--- config.mk ---
export PLATFORM = sky130hd
export DESIGN_NAME = console_line_editor
export DESIGN_NICKNAME = d
export VERILOG_FILES = /design/src/design/cle_pkg.sv /design/src/design/console_line_editor.sv
export SDC_FILE = /design/constraint.sdc
export NUM_CORES = 1
export LEC_CHECK = 0
export CORE_ASPECT_RATIO = 1.4
export CORE_MARGIN = 8
export CORE_UTILIZATION = 60
export CTS_BUF_LIST = sky130_fd_sc_hd__clkbuf_2
export DETAILED_ROUTE_END_ITERATION = 8
export DONT_BUFFER_PORTS = 1
export GPL_ROUTABILITY_DRIVEN = 1
export HOLD_SLACK_MARGIN = 0.12
export PLACE_DENSITY_LB_ADDON = 0.08
export RECOVER_POWER = 100
export SYNTH_ARGS = -nofsm -noshare
export SYNTH_HDL_FRONTEND = slang
export SYNTH_SLANG_ARGS = --single-unit
--- constraint.sdc ---
create_clock -name clock -period 3.5 [get_ports clock]
set_input_delay 0.875 -clock clock [delete_from_list [all_inputs] [get_ports clock]]
set_output_delay 0.875 -clock clock [all_outputs]
set_load 0.02 [all_outputs]
--- src/design/cle_pkg.sv ---
`timescale 1ns / 1ps
// ----------------------------------------------------------------------------
// cle_pkg
// Character codes, request kinds and the result record of the console line
// editor.
// ----------------------------------------------------------------------------
package cle_pkg;

   // Control and line characters
   localparam logic [7:0] CharNul   = 8'h00;
   localparam logic [7:0] CharCtrlD = 8'h04;
   localparam logic [7:0] CharLf    = 8'h0A;
   localparam logic [7:0] CharCr    = 8'h0D;
   localparam logic [7:0] CharCtrlP = 8'h10;
   localparam logic [7:0] CharCtrlQ = 8'h11;
   localparam logic [7:0] CharCtrlU = 8'h15;
   localparam logic [7:0] CharDel   = 8'h7F;

   // Request kind, carried on req_tuser
   typedef enum logic [0:0] {
      OP_RX   = 1'b0,
      OP_READ = 1'b1
   } op_type;

   // Dump request codes
   localparam logic [1:0] DumpNone = 2'd0;
   localparam logic [1:0] DumpProc = 2'd1;
   localparam logic [1:0] DumpPage = 2'd2;

   // One result, most significant member first
   typedef struct packed {
      logic       line_end;
      logic       read_empty;
      logic       read_eof;
      logic [7:0] read_byte;
      logic       read_valid;
      logic       rx_dropped;
      logic       line_ready;
      logic [1:0] dump_request;
      logic [7:0] erase_count;
      logic [7:0] echo_char;
      logic       echo_valid;
   } rsp_type;

endpackage

--- src/design/console_line_editor.sv ---
`timescale 1ns / 1ps
// ----------------------------------------------------------------------------
// console_line_editor
// Canonical-mode console line editor over a ring buffer with read, commit and
// edit pointers.
// ----------------------------------------------------------------------------
// Takes one request per clock when req_tready is high, received characters and
// byte reads, and registers its single result in a two-entry output stage,
// so req_tready stays high while one result waits for the consumer. The ring
// buffer is a BUF_DEPTH-byte memory with one write port at the edit pointer
// and a registered read port that keeps the byte at the read pointer ready
// ahead of the next read request; a write to that same slot is forwarded.
// Pointers count modulo 2*BUF_DEPTH. There is no clearing pass after reset.
module console_line_editor
   import cle_pkg::*;
#(
   parameter int BUF_DEPTH = 128
) (
   input  logic        clock,
   input  logic        reset,
   // request: [7:0] rx_char, [8] first_of_read, [15:9] zero
   input  logic        req_tvalid,
   output logic        req_tready,
   input  logic [15:0] req_tdata,
   // request kind: [0] opcode
   input  logic [0:0]  req_tuser,
   // result: [0] echo_valid, [8:1] echo_char, [16:9] erase_count,
   // [18:17] dump_request, [19] line_ready, [20] rx_dropped, [21] read_valid,
   // [29:22] read_byte, [30] read_eof, [31] read_empty
   output logic        rsp_tvalid,
   input  logic        rsp_tready,
   output logic [31:0] rsp_tdata,
   // line_end: popped byte is a newline
   output logic        rsp_tlast
);

   localparam int PW = $clog2(2 * BUF_DEPTH);
   localparam int SW = $clog2(BUF_DEPTH);
   localparam logic [PW:0] PtrMod = (PW + 1)'(2 * BUF_DEPTH);
   localparam logic [PW:0] Depth  = (PW + 1)'(BUF_DEPTH);

   // Pointer arithmetic modulo 2*BUF_DEPTH
   function automatic logic [PW-1:0] ptr_diff(input logic [PW-1:0] a,
                                              input logic [PW-1:0] b);
      logic [PW:0] t;
      t = {1'b0, a} - {1'b0, b};
      if (t[PW]) begin
         ptr_diff = t[PW-1:0] + PtrMod[PW-1:0];
      end else begin
         ptr_diff = t[PW-1:0];
      end
   endfunction

   function automatic logic [PW-1:0] ptr_inc(input logic [PW-1:0] p);
      if ({1'b0, p} == PtrMod - 1'b1) begin
         ptr_inc = '0;
      end else begin
         ptr_inc = p + 1'b1;
      end
   endfunction

   function automatic logic [PW-1:0] ptr_dec(input logic [PW-1:0] p);
      logic [PW:0] m;
      m = PtrMod - 1'b1;
      if (p == '0) begin
         ptr_dec = m[PW-1:0];
      end else begin
         ptr_dec = p - 1'b1;
      end
   endfunction

   function automatic logic [SW-1:0] ptr_slot(input logic [PW-1:0] p);
      logic [PW:0] s;
      if ({1'b0, p} >= Depth) begin
         s = {1'b0, p} - Depth;
      end else begin
         s = {1'b0, p};
      end
      ptr_slot = s[SW-1:0];
   endfunction

   // Pointer state
   logic [PW-1:0] read_ptr_ff, read_ptr_in;
   logic [PW-1:0] commit_ptr_ff, commit_ptr_in;
   logic [PW-1:0] edit_ptr_ff, edit_ptr_in;

   // Ring buffer and its prefetched head byte
   logic [7:0]    line_store_ff [BUF_DEPTH];
   logic [7:0]    head_q_ff;
   logic          byp_ff;
   logic [7:0]    byp_data_ff;
   logic [7:0]    head_byte;
   logic          wr_en;
   logic [SW-1:0] wr_slot;
   logic [SW-1:0] rd_slot;
   logic [7:0]    wr_char;

   // Output stage
   rsp_type       out_ff, out_in;
   logic          out_valid_ff, out_valid_in;
   rsp_type       skid_ff, skid_in;
   logic          skid_valid_ff, skid_valid_in;
   rsp_type       result;

   // Request decode
   logic          accept;
   op_type        op;
   logic [7:0]    rx_char;
   logic          first_of_read;
   logic [PW-1:0] fill;
   logic [PW-1:0] edit_next;
   logic [PW-1:0] kill_cnt;
   logic [PW+7:0] kill_ext;

   assign req_tready    = !skid_valid_ff;
   assign accept        = req_tvalid && req_tready;
   assign op            = op_type'(req_tuser[0]);
   assign rx_char       = req_tdata[7:0];
   assign first_of_read = req_tdata[8];

   assign head_byte = byp_ff ? byp_data_ff : head_q_ff;
   assign fill      = ptr_diff(edit_ptr_ff, read_ptr_ff);
   assign edit_next = ptr_inc(edit_ptr_ff);
   assign kill_cnt  = ptr_diff(edit_ptr_ff, commit_ptr_ff);
   assign kill_ext  = {8'b0, kill_cnt};
   assign wr_char   = (rx_char == CharCr) ? CharLf : rx_char;
   assign wr_slot   = ptr_slot(edit_ptr_ff);
   assign rd_slot   = ptr_slot(read_ptr_in);

   // Edit and read the line, one request per pass
   always_comb begin
      result        = '0;
      read_ptr_in   = read_ptr_ff;
      commit_ptr_in = commit_ptr_ff;
      edit_ptr_in   = edit_ptr_ff;
      wr_en         = 1'b0;
      if (op == OP_RX) begin
         if (rx_char == CharCtrlP) begin
            result.dump_request = DumpProc;
         end else if (rx_char == CharCtrlQ) begin
            result.dump_request = DumpPage;
         end else if (rx_char == CharCtrlU) begin
            result.erase_count = kill_ext[7:0];
            edit_ptr_in        = commit_ptr_ff;
         end else if (rx_char == CharDel) begin
            if (edit_ptr_ff != commit_ptr_ff) begin
               edit_ptr_in        = ptr_dec(edit_ptr_ff);
               result.erase_count = 8'd1;
            end
         end else if (rx_char != CharNul && {1'b0, fill} < Depth) begin
            result.echo_valid = 1'b1;
            result.echo_char  = wr_char;
            wr_en             = 1'b1;
            edit_ptr_in       = edit_next;
            if (wr_char == CharLf || wr_char == CharCtrlD ||
                {1'b0, ptr_diff(edit_next, read_ptr_ff)} == Depth) begin
               commit_ptr_in     = edit_next;
               result.line_ready = 1'b1;
            end
         end else begin
            result.rx_dropped = 1'b1;
         end
      end else begin
         if (read_ptr_ff == commit_ptr_ff) begin
            result.read_empty = 1'b1;
         end else if (head_byte == CharCtrlD) begin
            result.read_eof = 1'b1;
            if (first_of_read) begin
               read_ptr_in = ptr_inc(read_ptr_ff);
            end
         end else begin
            read_ptr_in       = ptr_inc(read_ptr_ff);
            result.read_valid = 1'b1;
            result.read_byte  = head_byte;
            result.line_end   = (head_byte == CharLf);
         end
      end
      // Hold everything when no request is taken
      if (!accept) begin
         read_ptr_in   = read_ptr_ff;
         commit_ptr_in = commit_ptr_ff;
         edit_ptr_in   = edit_ptr_ff;
         wr_en         = 1'b0;
      end
   end

   // Advance pointers
   always_ff @(posedge clock) begin
      if (reset) begin
         read_ptr_ff   <= '0;
         commit_ptr_ff <= '0;
         edit_ptr_ff   <= '0;
      end else begin
         read_ptr_ff   <= read_ptr_in;
         commit_ptr_ff <= commit_ptr_in;
         edit_ptr_ff   <= edit_ptr_in;
      end
   end

   // Write at the edit slot, prefetch the byte at the next read slot
   always_ff @(posedge clock) begin
      if (wr_en) begin
         line_store_ff[wr_slot] <= wr_char;
      end
      head_q_ff   <= line_store_ff[rd_slot];
      byp_data_ff <= wr_char;
   end

   // Forward a write that lands on the prefetched slot
   always_ff @(posedge clock) begin
      if (reset) begin
         byp_ff <= 1'b0;
      end else begin
         byp_ff <= wr_en && (wr_slot == rd_slot);
      end
   end

   // Two-entry output stage
   always_comb begin
      out_in        = out_ff;
      out_valid_in  = out_valid_ff;
      skid_in       = skid_ff;
      skid_valid_in = skid_valid_ff;
      if (!out_valid_ff || rsp_tready) begin
         if (skid_valid_ff) begin
            out_in        = skid_ff;
            out_valid_in  = 1'b1;
            skid_valid_in = 1'b0;
         end else begin
            out_in       = result;
            out_valid_in = accept;
         end
      end else if (accept) begin
         skid_in       = result;
         skid_valid_in = 1'b1;
      end
   end

   always_ff @(posedge clock) begin
      if (reset) begin
         out_valid_ff  <= 1'b0;
         skid_valid_ff <= 1'b0;
      end else begin
         out_valid_ff  <= out_valid_in;
         skid_valid_ff <= skid_valid_in;
      end
      out_ff  <= out_in;
      skid_ff <= skid_in;
   end

   assign rsp_tvalid = out_valid_ff;
   assign rsp_tlast  = out_ff.line_end;
   assign rsp_tdata  = {out_ff.read_empty, out_ff.read_eof, out_ff.read_byte,
                        out_ff.read_valid, out_ff.rx_dropped, out_ff.line_ready,
                        out_ff.dump_request, out_ff.erase_count, out_ff.echo_char,
                        out_ff.echo_valid};

`ifndef SYNTHESIS
   // The skid entry is only ever filled behind a held result
   a_skid_behind_out: assert property (@(posedge clock) disable iff (reset)
      skid_valid_ff |-> out_valid_ff)
      else $error("skid entry valid without a held result");

   // The buffer never holds more than BUF_DEPTH bytes
   a_fill_bound: assert property (@(posedge clock) disable iff (reset)
      {1'b0, ptr_diff(edit_ptr_ff, read_ptr_ff)} <= Depth)
      else $error("ring buffer over-filled");

   // A read of an empty buffer leaves the read pointer alone
   a_empty_read_holds: assert property (@(posedge clock) disable iff (reset)
      accept && op == OP_READ && read_ptr_ff == commit_ptr_ff
      |=> $stable(read_ptr_ff))
      else $error("read pointer moved on an empty read");

   // A committed line takes everything typed so far
   a_commit_all: assert property (@(posedge clock) disable iff (reset)
      accept && result.line_ready |=> commit_ptr_ff == edit_ptr_ff)
      else $error("commit left uncommitted bytes behind");
`endif

endmodule
* Word level (Yosys, flattened, before mapping)
Memory sizes are Yosys's and may differ from the RTL's. A register that Yosys moved wholly into a read port is not among the register bits. Index checks and enable logic that the tools add are counted. W data, S select, Z words.
Storage, ports and cells: flip-flop bits (word level) 101, RAM bits 1024, input port bits 21, word-level logic and storage cells 136, memories 1
Operators by class: add/subtract/negate cells 8, $lt $le $gt $ge 3, equality and inequality tests 16, mux-type cells 58, bitwise gates (word level) 6, reductions and logical operators 15
Memory list:
- line_store_ff | words 128, bits a word 8, rd ports 1, clocked after Yosys merged registers in 1, write ports 1, line console_line_editor.sv:88 | logic [7:0] line_store_ff [BUF_DEPTH];
Operator list (count):
- $mux W8 | 22
- $mux W9 | 4
- $mux W17 | 2
- $mux W33 | 1
- $eq A8 B4 Y1 const B | 3
- $eq A8 B5 Y1 const B | 3
- $eq A8 B8 Y1 const B | 3
- $sub A8 B8 Y8 | 3
- $mux W21 | 1
- $mux W1 | 18
- $add A8 B1 Y8 const B | 2
- $eq A8 B3 Y1 const B | 2
- $ge A8 B8 Y1 const B | 2
- $mux W7 | 2
- $sub A7 B1 Y7 const B | 2
- $mux W12 | 1
- $mux W2 | 6
- $mux W10 | 1
- $eq A8 B7 Y1 const B | 1
- $eq A8 B8 Y1 | 1
- $logic_not A8 Y1 | 1
- $lt A8 B8 Y1 const B | 1
- $ne A8 B8 Y1 | 1
- $reduce_and A8 Y1 | 1
- other kinds (12) | 22

* Longest topological paths before layout
Gate-level depths: netlist of the first run.
word-level depth 19, mapped depth 17, gate-level depth less buffers 15

* Worst setup path before layout of the first run
No wires, ideal clock.
path kind input -> register, from input port req_tdata[1], to memory line_store_ff[90][0], enable pin, library setup time 0.371 ns, arrival time 3.397 ns, setup slack -0.267 ns, stages on the path 12, path buffers 3, cell sequence nor2_1 -> nand3_1 -> inv_1 -> and3_1 -> clkbuf_1 -> nor2_1 -> nand2_1 -> nor4_1 -> clkbuf_1 -> nand2_1 -> clkbuf_1 -> nor2_1
On the way: cells in the longest elaborated chain, start to end 11, elaborated cells on any way between the ends 15, those cells by class eq/ne (4); mux (9); reduce/logical (2)
Ends and longest elaborated chain:
- from (decl) | line console_line_editor.sv:24 | input logic [15:0] req_tdata,
- $reduce_bool A8 Y1 | line console_line_editor.sv:150 | end else if (rx_char != CharNul && {1'b0, fill} < Depth) begin
- $logic_and A1 B1 Y1 | line console_line_editor.sv:150
- $mux W1 | line console_line_editor.sv:150
- $mux W1 | line console_line_editor.sv:145 | end else if (rx_char == CharDel) begin
- $mux W1 | line console_line_editor.sv:142 | end else if (rx_char == CharCtrlU) begin
- $mux W1 | line console_line_editor.sv:140 | end else if (rx_char == CharCtrlQ) begin
- $mux W1 * | line console_line_editor.sv:138 | if (rx_char == CharCtrlP) begin
- $mux W1 * | line console_line_editor.sv:137 | if (op == OP_RX) begin
- $mux W1 * | line console_line_editor.sv:179 | if (!accept) begin
- $mux W1 * | line console_line_editor.sv:202 | if (wr_en) begin
- $mux W1 (not written as such) * | line console_line_editor.sv:203 | line_store_ff[wr_slot] <= wr_char;
- to (decl) | line console_line_editor.sv:88
Every way passes the cells marked *; elsewhere a longest branch is shown, timed or not.

* Final worst setup path of the first run
from register head_q_ff[6], read port of line_store_ff, to register head_q_ff[7], read port of line_store_ff
On the way: cells in the longest elaborated chain, start to end 8, elaborated cells on any way between the ends 9, those cells by class add/sub (1); order compare (1); eq/ne (1); mux (6)
Ends and longest elaborated chain:
- from (decl) | line console_line_editor.sv:89 | logic [7:0] head_q_ff;
- $mux W8 * | line console_line_editor.sv:121 | assign head_byte = byp_ff ? byp_data_ff : head_q_ff;
- $eq A8 B3 Y1 * | line console_line_editor.sv:166 | end else if (head_byte == CharCtrlD) begin
- $mux W8 * | line console_line_editor.sv:166
- $mux W8 * | line console_line_editor.sv:164 | if (read_ptr_ff == commit_ptr_ff) begin
- $mux W8 * | line console_line_editor.sv:137
- $mux W8 * | line console_line_editor.sv:179
- $sub A7 B1 Y7 / $ge A8 B8 Y1 (equally long branches) | line console_line_editor.sv:75, console_line_editor.sv:74
- $mux W7 * | line console_line_editor.sv:74 | if ({1'b0, p} >= Depth) begin
Marked as above. A chain may end at the register's enable or synchronous reset.

==> results.json, run 1 <==
{
  "crit_fanout": 7,
  "synth_ff_type": "edfxtp_1",
  "path_clk_slew_ns": 0.10,
  "max-cap-violations": 8,
  "drt_iter0_drc": 2636,
  "final_common_cell": "edfxtp_1",
  "routed_wl_um": 121000,
  "slew_viol_final": 659,
  "clock-sinks": 1133,
  "violations": "capacitance limit, slew limit, setup timing",
  "drc": 0,
  "setup_viol": 69,
  "post-place-ws_ns": -0.484,
  "initial_core_util_pct": 60.3,
  "synth_area_um2": 45900,
  "core_area_um2": 76100,
  "tightest_slew_ns": 3.62,
  "ant_nets": 0,
  "holdCritStartpoint": "req_tvalid",
  "antenna_found_initial": 3,
  "start_kind": "flip-flop",
  "timing.rr.end": "head_q_ff[7]",
  "die_w_um": 250,
  "end_kind": "flip-flop",
  "cp.arrival_ns": 5.21,
  "grt_pass1_wl_um": 178000,
  "synth_cells": 2900,
  "clock_latency_ns": 1.48,
  "yosysUniqueCellTypes": 71,
  "syn-num-nets": 2946,
  "final.period_utilization_pct": 113,
  "synth-seq-cells": 1133,
  "cellPowerDensity_nw_per_um2": 455,
  "grt_usage_pct": 27.9,
  "ys_async_sr_fraction_pct": 0,
  "nets": 3564,
  "rr_worst_depth": 13,
  "ys_seq_area_share_pct": 73.2,
  "r2r_slack_ns": -0.44,
  "die_y_um": 343,
  "crit_type": "flip-flop to flip-flop",
  "power_mw": 24.9,
  "numCtsBuffers": 276,
  "placed_area_um2": 50200,
  "syn_avg_cell_area_um2": 15.8,
  "place_congestion": 0.909,
  "fp-row-count": 120,
  "syn_to_final_growth_pct": 19.3,
  "p_leak_nw": 19.2,
  "cts_buffer_depth": 4,
  "yosysWarningCount": 0,
  "h-tree-depth": 5,
  "holdPathEnd": "skid_valid_ff",
  "finalHoldViolations": 0,
  "layout_min_cycle_time_ns": 3.94,
  "dr_total_vias": 28500,
  "fin_area_um2": 54800,
  "first_pass_iters": 5,
  "die-area_um2": 85700,
  "fin_util_pct": 71.9,
  "max_slew_margin_pct": -141,
  "synth_area_leader_cell": "edfxtp_1",
  "wire_per_inst_um": 25.9,
  "synth.area.top_cells": "edfxtp_1 71%, mux4_2 6.6%, nand2_1 3.2%",
  "final_cell_mix": "1090 x edfxtp_1, 403 x clkbuf_2, 382 x nand2_1",
  "worst_slack_ns": -0.439,
  "status": "complete, but fails checks",
  "synth-edff-count": 1090,
  "clock-root-buffer": "clkbuf_2",
  "grt_max_degree": 135,
  "drt-vias-per-instance": 6.08,
  "tns_ns": -4.69,
  "ios": 56,
  "grt_overflow": 0,
  "grt_pass1_vias": 29300,
  "dp_hpwl_um": 75900,
  "ir_drop_mv": 0.309,
  "hold_path.class": "primary input to flip-flop",
  "cts_tree": "built",
  "max_freq_mhz": 254,
  "clock-skew-final_ns": 0.114,
  "r2r-start": "head_q_ff[6]",
  "drive_gt1_share_pct": 33.8,
  "holdPathStages": 3,
  "synth_top_area_share_pct": 71.3,
  "rsz0062_at_grt": "true",
  "numPortBuffers": 0,
  "cp.required_ns": 4.77
}
## cell usage after synthesis, types with 9 or more instances
cell type	n
a22o_1	24
mux2_2	14
edfxtp_1	1090
a21o_1	9
nor2b_1	18
xnor2_1	20
mux2i_1	53
buf_2	36
xor2_1	19
buf_6	13
nor3_1	26
a32oi_1	9
clkbuf_1	96
nor4b_1	9
nand4_1	49
ha_1	24
mux4_2	135
nor4_1	11
a22oi_1	32
dfxtp_1	43
inv_1	32
a21oi_1	70
and3_1	64
a311oi_1	46
nor2_1	193
nand3_1	122
o31ai_1	17
o21ai_0	20
a31oi_1	52
nand2_1	388
a211oi_1	47
buf_1	23
## final cells by class
cell class                      count  area (um^2)
Inverter                           34          134
Timing Repair Buffer              516         5190
Fill cell                        4927        21400
Multi-Input combinational cell   1557        12400
Sequential cell                  1133        33600
Clock buffer                      396         1980
Tap cell                          976         1220
Clock inverter                     65          264
Antenna cell                        4         10.0
## flip-flops by register name (all words and copies together), names as in the netlist
name,cells
skid_valid_ff,1
edit_ptr_ff,8
rsp_tlast,1
skid_ff,33
head_q_ff,8
commit_ptr_ff,8
rsp_tvalid,1
read_ptr_ff,8
line_store_ff,1024
rsp_tdata,32
byp_ff,1
byp_data_ff,8
## power breakdown
group	switching, mW	internal, mW
clock network	4.98	3.01
registers	0.121	15.0
logic	1.14	0.678
total	6.24	18.7
## worst max-delay path, cell delays in order, from the launching register on
cell and delay [ns]:
dfxtp_2 0.33, or4_4 0.59, nor4_4 0.34, o211ai_4 0.16
a31oi_2 0.23, or2_4 0.16, buf_12 0.17, buf_12 0.17
buf_12 0.13, mux4_2 0.52, a22oi_2 0.25, and3_4 0.26
nand4_1 0.22, o211a_1 0.29
## cell families after synthesis
family | share of synthesized area [%]
simple gates | 9.44
xor+xnor | 0.744
buf+inv | 2.13
fa+ha+maj | 0.698
flops | 73.2
mux | 8.18
compound gates | 5.62
## what timing repair did
item	CTS	global route
hold endpoints to repair	892	0
setup buffers	21	15
gates cloned	10	7
gates resized for setup	150	204
pin swaps	39	54
setup endpoints to repair	1042	999
hold buffers	26	0
## per-stage QoR
step | cells | hold slack [ns]
after floorplan | 2900 | 0.487
after detailed placement | 4140 | 0.508
after global placement | 4140 | 0.503
final | 4681 | 0.312
after CTS | 4658 | 0.122
after global routing | 4681 | 0.223
## worst max path at each step
stage | start | end | depth (start not counted)
6_report | head_q_ff[6] | head_q_ff[7] | 13
4_1_cts | head_q_ff[6] | head_q_ff[5] | 13
3_5_place_dp | head_q_ff[4] | head_q_ff[4] | 12
3_3_place_gp | head_q_ff[4] | head_q_ff[4] | 12
5_1_grt | head_q_ff[6] | head_q_ff[7] | 13
2_1_floorplan | req_tdata[1] | line_store_ff[114][0] | 12
## routing by layer
layer / routed length [um] / global-route usage [%] / vias to the layer above
met5: 0 / 0 / -
met4: 5930 / 14.9 / 0
met3: 8300 / 5.45 / 278
met2: 62600 / 48.2 / 1208
met1: 44600 / 33.2 / 14200
li1: - / - / 12800
Note: power is estimated with default switching activity, not from simulation.
==> inputs of run 2 (changes only) <==
--- a/config.mk
+++ b/config.mk
@@ -7,7 +7,7 @@
 export LEC_CHECK = 0
 export CORE_ASPECT_RATIO = 1.4
 export CORE_MARGIN = 8
-export CORE_UTILIZATION = 60
+export CORE_UTILIZATION = 30
 export CTS_BUF_LIST = sky130_fd_sc_hd__clkbuf_2
 export DETAILED_ROUTE_END_ITERATION = 8
 export DONT_BUFFER_PORTS = 1
@@ -15,6 +15,8 @@
 export HOLD_SLACK_MARGIN = 0.12
 export PLACE_DENSITY_LB_ADDON = 0.08
 export RECOVER_POWER = 100
+export SETUP_SLACK_MARGIN = 0.5
+export SLEW_MARGIN = 20
 export SYNTH_ARGS = -nofsm -noshare
 export SYNTH_HDL_FRONTEND = slang
 export SYNTH_SLANG_ARGS = --single-unit
==> run 2 against run 1 <==
The flow still finishes with violations (capacitance limit, slew limit, setup timing). Critical path depth grew 9. Critical endpoint is now line_store_ff[108][0]. Final cell count grew 26%. Global-route usage shrank 10 points. Via count grew 3.5%. Largest cell class unchanged.
==> results.json, run 2 (synthesis gave the netlist of run 1 again) <==
{
  "status": "complete, but fails checks",
  "violations": "capacitance limit, slew limit, setup timing",
  "core_area_um2": 153000,
  "slowest_stage": "dlygate4sd3_1",
  "fp-row-count": 170,
  "r2r-start": "head_q_ff[6]",
  "numPortBuffers": 0,
  "hold_slack_ns": 0.460,
  "holdPathEnd": "edit_ptr_ff[0]",
  "intPower_mw": 19.5,
  "cts_buffer_depth": 4,
  "clock-root-buffer": "clkbuf_2",
  "tightest_slew_ns": 3.38,
  "largest_register_ffs": 1024,
  "wire_per_inst_um": 26.2,
  "crit_start": "req_tdata[3]",
  "first_pass_iters": 7,
  "cp.arrival_ns": 5.11,
  "final_cells": 5879,
  "crit_fanout": 10,
  "clock-sinks": 1133,
  "crit_family": "buffers and inverters",
  "rsz0062_at_grt": "true",
  "h-tree-depth": 5,
  "holdCritStartpoint": "req_tdata[0]",
  "syn_to_final_growth_pct": 30.5,
  "start_kind": "primary input",
  "holdPathStages": 5,
  "post-place-cells": 5195,
  "p_switching_mw": 6.96,
  "antenna_found_initial": 10,
  "cts_tree": "built",
  "die_y_um": 479,
  "cp_cell_sequence": "buf_6 -> buf_16 -> clkbuf_1 -> clkdlybuf4s25_1 -> dlygate4sd3_1 -> nor2_1 -> nand3_1 -> inv_1 -> and3_1 -> dlygate4sd3_1 -> nor2_4 -> nand2_2 -> nor4_4 -> clkbuf_2 -> buf_12 -> buf_6 -> buf_6 -> buf_6 -> nand4_1 -> buf_8 -> nor2_4 -> buf_12",
  "drc": 0,
  "top_register": "line_store_ff",
  "hold_path.class": "primary input to flip-flop",
  "layout_min_cycle_time_ns": 3.84,
  "nets": 3745,
  "clock_latency_ns": 1.68,
  "grt_max_degree": 133,
  "num-fill-cells": 14400,
  "ff_latch_area_um2": 33600,
  "cellPowerDensity_nw_per_um2": 441,
  "drive_gt1_share_pct": 37.7,
  "grt_overflow": 0,
  "dp_hpwl_um": 94100,
  "die-area_um2": 166000,
  "grt_usage_pct": 17.9,
  "cp.required_ns": 4.77,
  "grt_pass1_vias": 31100,
  "max-cap-violations": 10,
  "path_clk_slew_ns": 0.12,
  "slew_viol_final": 732,
  "p_seq_share_pct": 57.1,
  "final.period_utilization_pct": 110,
  "timing.rr.end": "head_q_ff[7]",
  "comb_power_share_pct": 8.2,
  "p_sw_share_pct": 26.3,
  "r2r_slack_ns": -0.27,
  "cp_num_cells": 22,
  "ant_nets": 0,
  "worst_slack_ns": -0.337,
  "multi_input_area_um2": 13100,
  "clock-skew-final_ns": 0.185,
  "critPathMostFrequentCell": "buf_6",
  "ir_drop_mv": 0.335,
  "place_congestion": 0.864,
  "rr_worst_depth": 14,
  "max_slew_margin_pct": -125,
  "grt_pass1_wl_um": 218000,
  "crit_type": "primary input to flip-flop",
  "initial_core_util_pct": 30.1,
  "p_clk_share_pct": 34.7,
  "ios": 56,
  "setup_viol": 1397,
  "end_kind": "flip-flop",
  "crit_buf_inv": 14,
  "p_leak_nw": 20.7,
  "critical-path-max-stage-delay_ns": 0.74,
  "numCtsBuffers": 303,
  "final_cell_mix": "1090 x edfxtp_1, 409 x clkbuf_2, 381 x nand2_1",
  "drt_iter0_drc": 2250,
  "finalHoldViolations": 0,
  "dr_total_vias": 29500,
  "max_freq_mhz": 261,
  "die_w_um": 347,
  "routed_wl_um": 154000,
  "final_common_cell": "edfxtp_1",
  "drt-vias-per-instance": 5.01
}
==> run 2: cell count changes in the layout (fill, tap and decap cells not counted), sizes merged <==
cell | before | now
buf | 470 | 590
diode | 4 | 9
inv | 38 | 36
dlygate4sd3 | 17 | 40
clkdlybuf4s25 | 1 | 3
clkinv | 60 | 87
clkbuf | 423 | 435
clkdlybuf4s15 | 0 | 1
bufinv | 0 | 8
==> run 2: per-stage QoR <==
| stage | setup TNS (ns) | utilization, % | setup WS [ns] | instance area, um^2 | power, mW |
|---|---|---|---|---|---|
| 5_1_grt | -220.70 | 39.2 | -0.359 | 59900 | 27.6 |
| 3_5_place_dp | -13.37 | 35.1 | -0.823 | 53600 | 17.0 |
| 3_3_place_gp | -14.02 | 35.1 | -0.852 | 53600 | 17.0 |
| 6_report | -199.85 | 39.2 | -0.337 | 59900 | 26.4 |
| 2_1_floorplan | 0 | - | 0.00358 | 46600 | 16.3 |
| 4_1_cts | -1.78 | 39.0 | -0.245 | 59500 | 26.9 |
==> run 2: power groups by stage <==
| stage | Sequential (mW) | Clock (mW) | Combinational [mW] |
|---|---|---|---|
| 6_report | 15.1 | 9.17 | 2.18 |
| 3_5_place_dp | 15.4 | 0 | 1.61 |
| 3_3_place_gp | 15.4 | 0 | 1.61 |
| 2_1_floorplan | 15.4 | 0 | 0.926 |
| 4_1_cts | 15.1 | 9.63 | 2.23 |
| 5_1_grt | 15.1 | 10.2 | 2.31 |
==> run 2: final cells by class <==
cell class	instances	share of cell area, %
repair buffers	670	13.2
inverters	34	0.240
clock inverters	98	1.01
clock buffers	400	3.34
multi-input cells	1557	21.9
diodes	9	0.0376
well taps	1978	4.13
flip-flops and latches	1133	56.1
==> run 2: what timing repair did <==
action,CTS,global route
pin swaps,107,60
buffers inserted,72,28
resized for setup,328,91
endpoints found under the setup margin,1085,1091
endpoints found under the hold margin,1210,1
hold buffers,54,5
gates cloned,13,5
==> run 2: how the worst max path moves through the flow <==
stage / to / slack, ns
after floorplan: line_store_ff[104][0] / 0.004
final: line_store_ff[108][0] / -0.34
after CTS: head_q_ff[4] / -0.24
after global routing: head_q_ff[2] / -0.36
after global placement: head_q_ff[0] / -0.85
after detailed placement: head_q_ff[0] / -0.82
==> run 2: metal layers <==
metal  share of wire (%)  global-route usage (%)
met1                  40                    21.6
met2                  51                    31.2
met3                 4.9                    3.63
met4                 3.9                    7.64
met5              0.0084                       0
==> run 2: worst reg2reg max path: stages, from the launching register on <==
cell and delay [ns]:
dfxtp_2 0.33, or4_4 0.58, nor4_4 0.24, o211ai_4 0.14
and3_4 0.20, or2_4 0.23, buf_12 0.17, buf_12 0.18
buf_16 0.15, mux4_2 0.47, a22o_4 0.30, nor4b_4 0.31
a31oi_1 0.07, buf_4 0.17, o211a_1 0.13
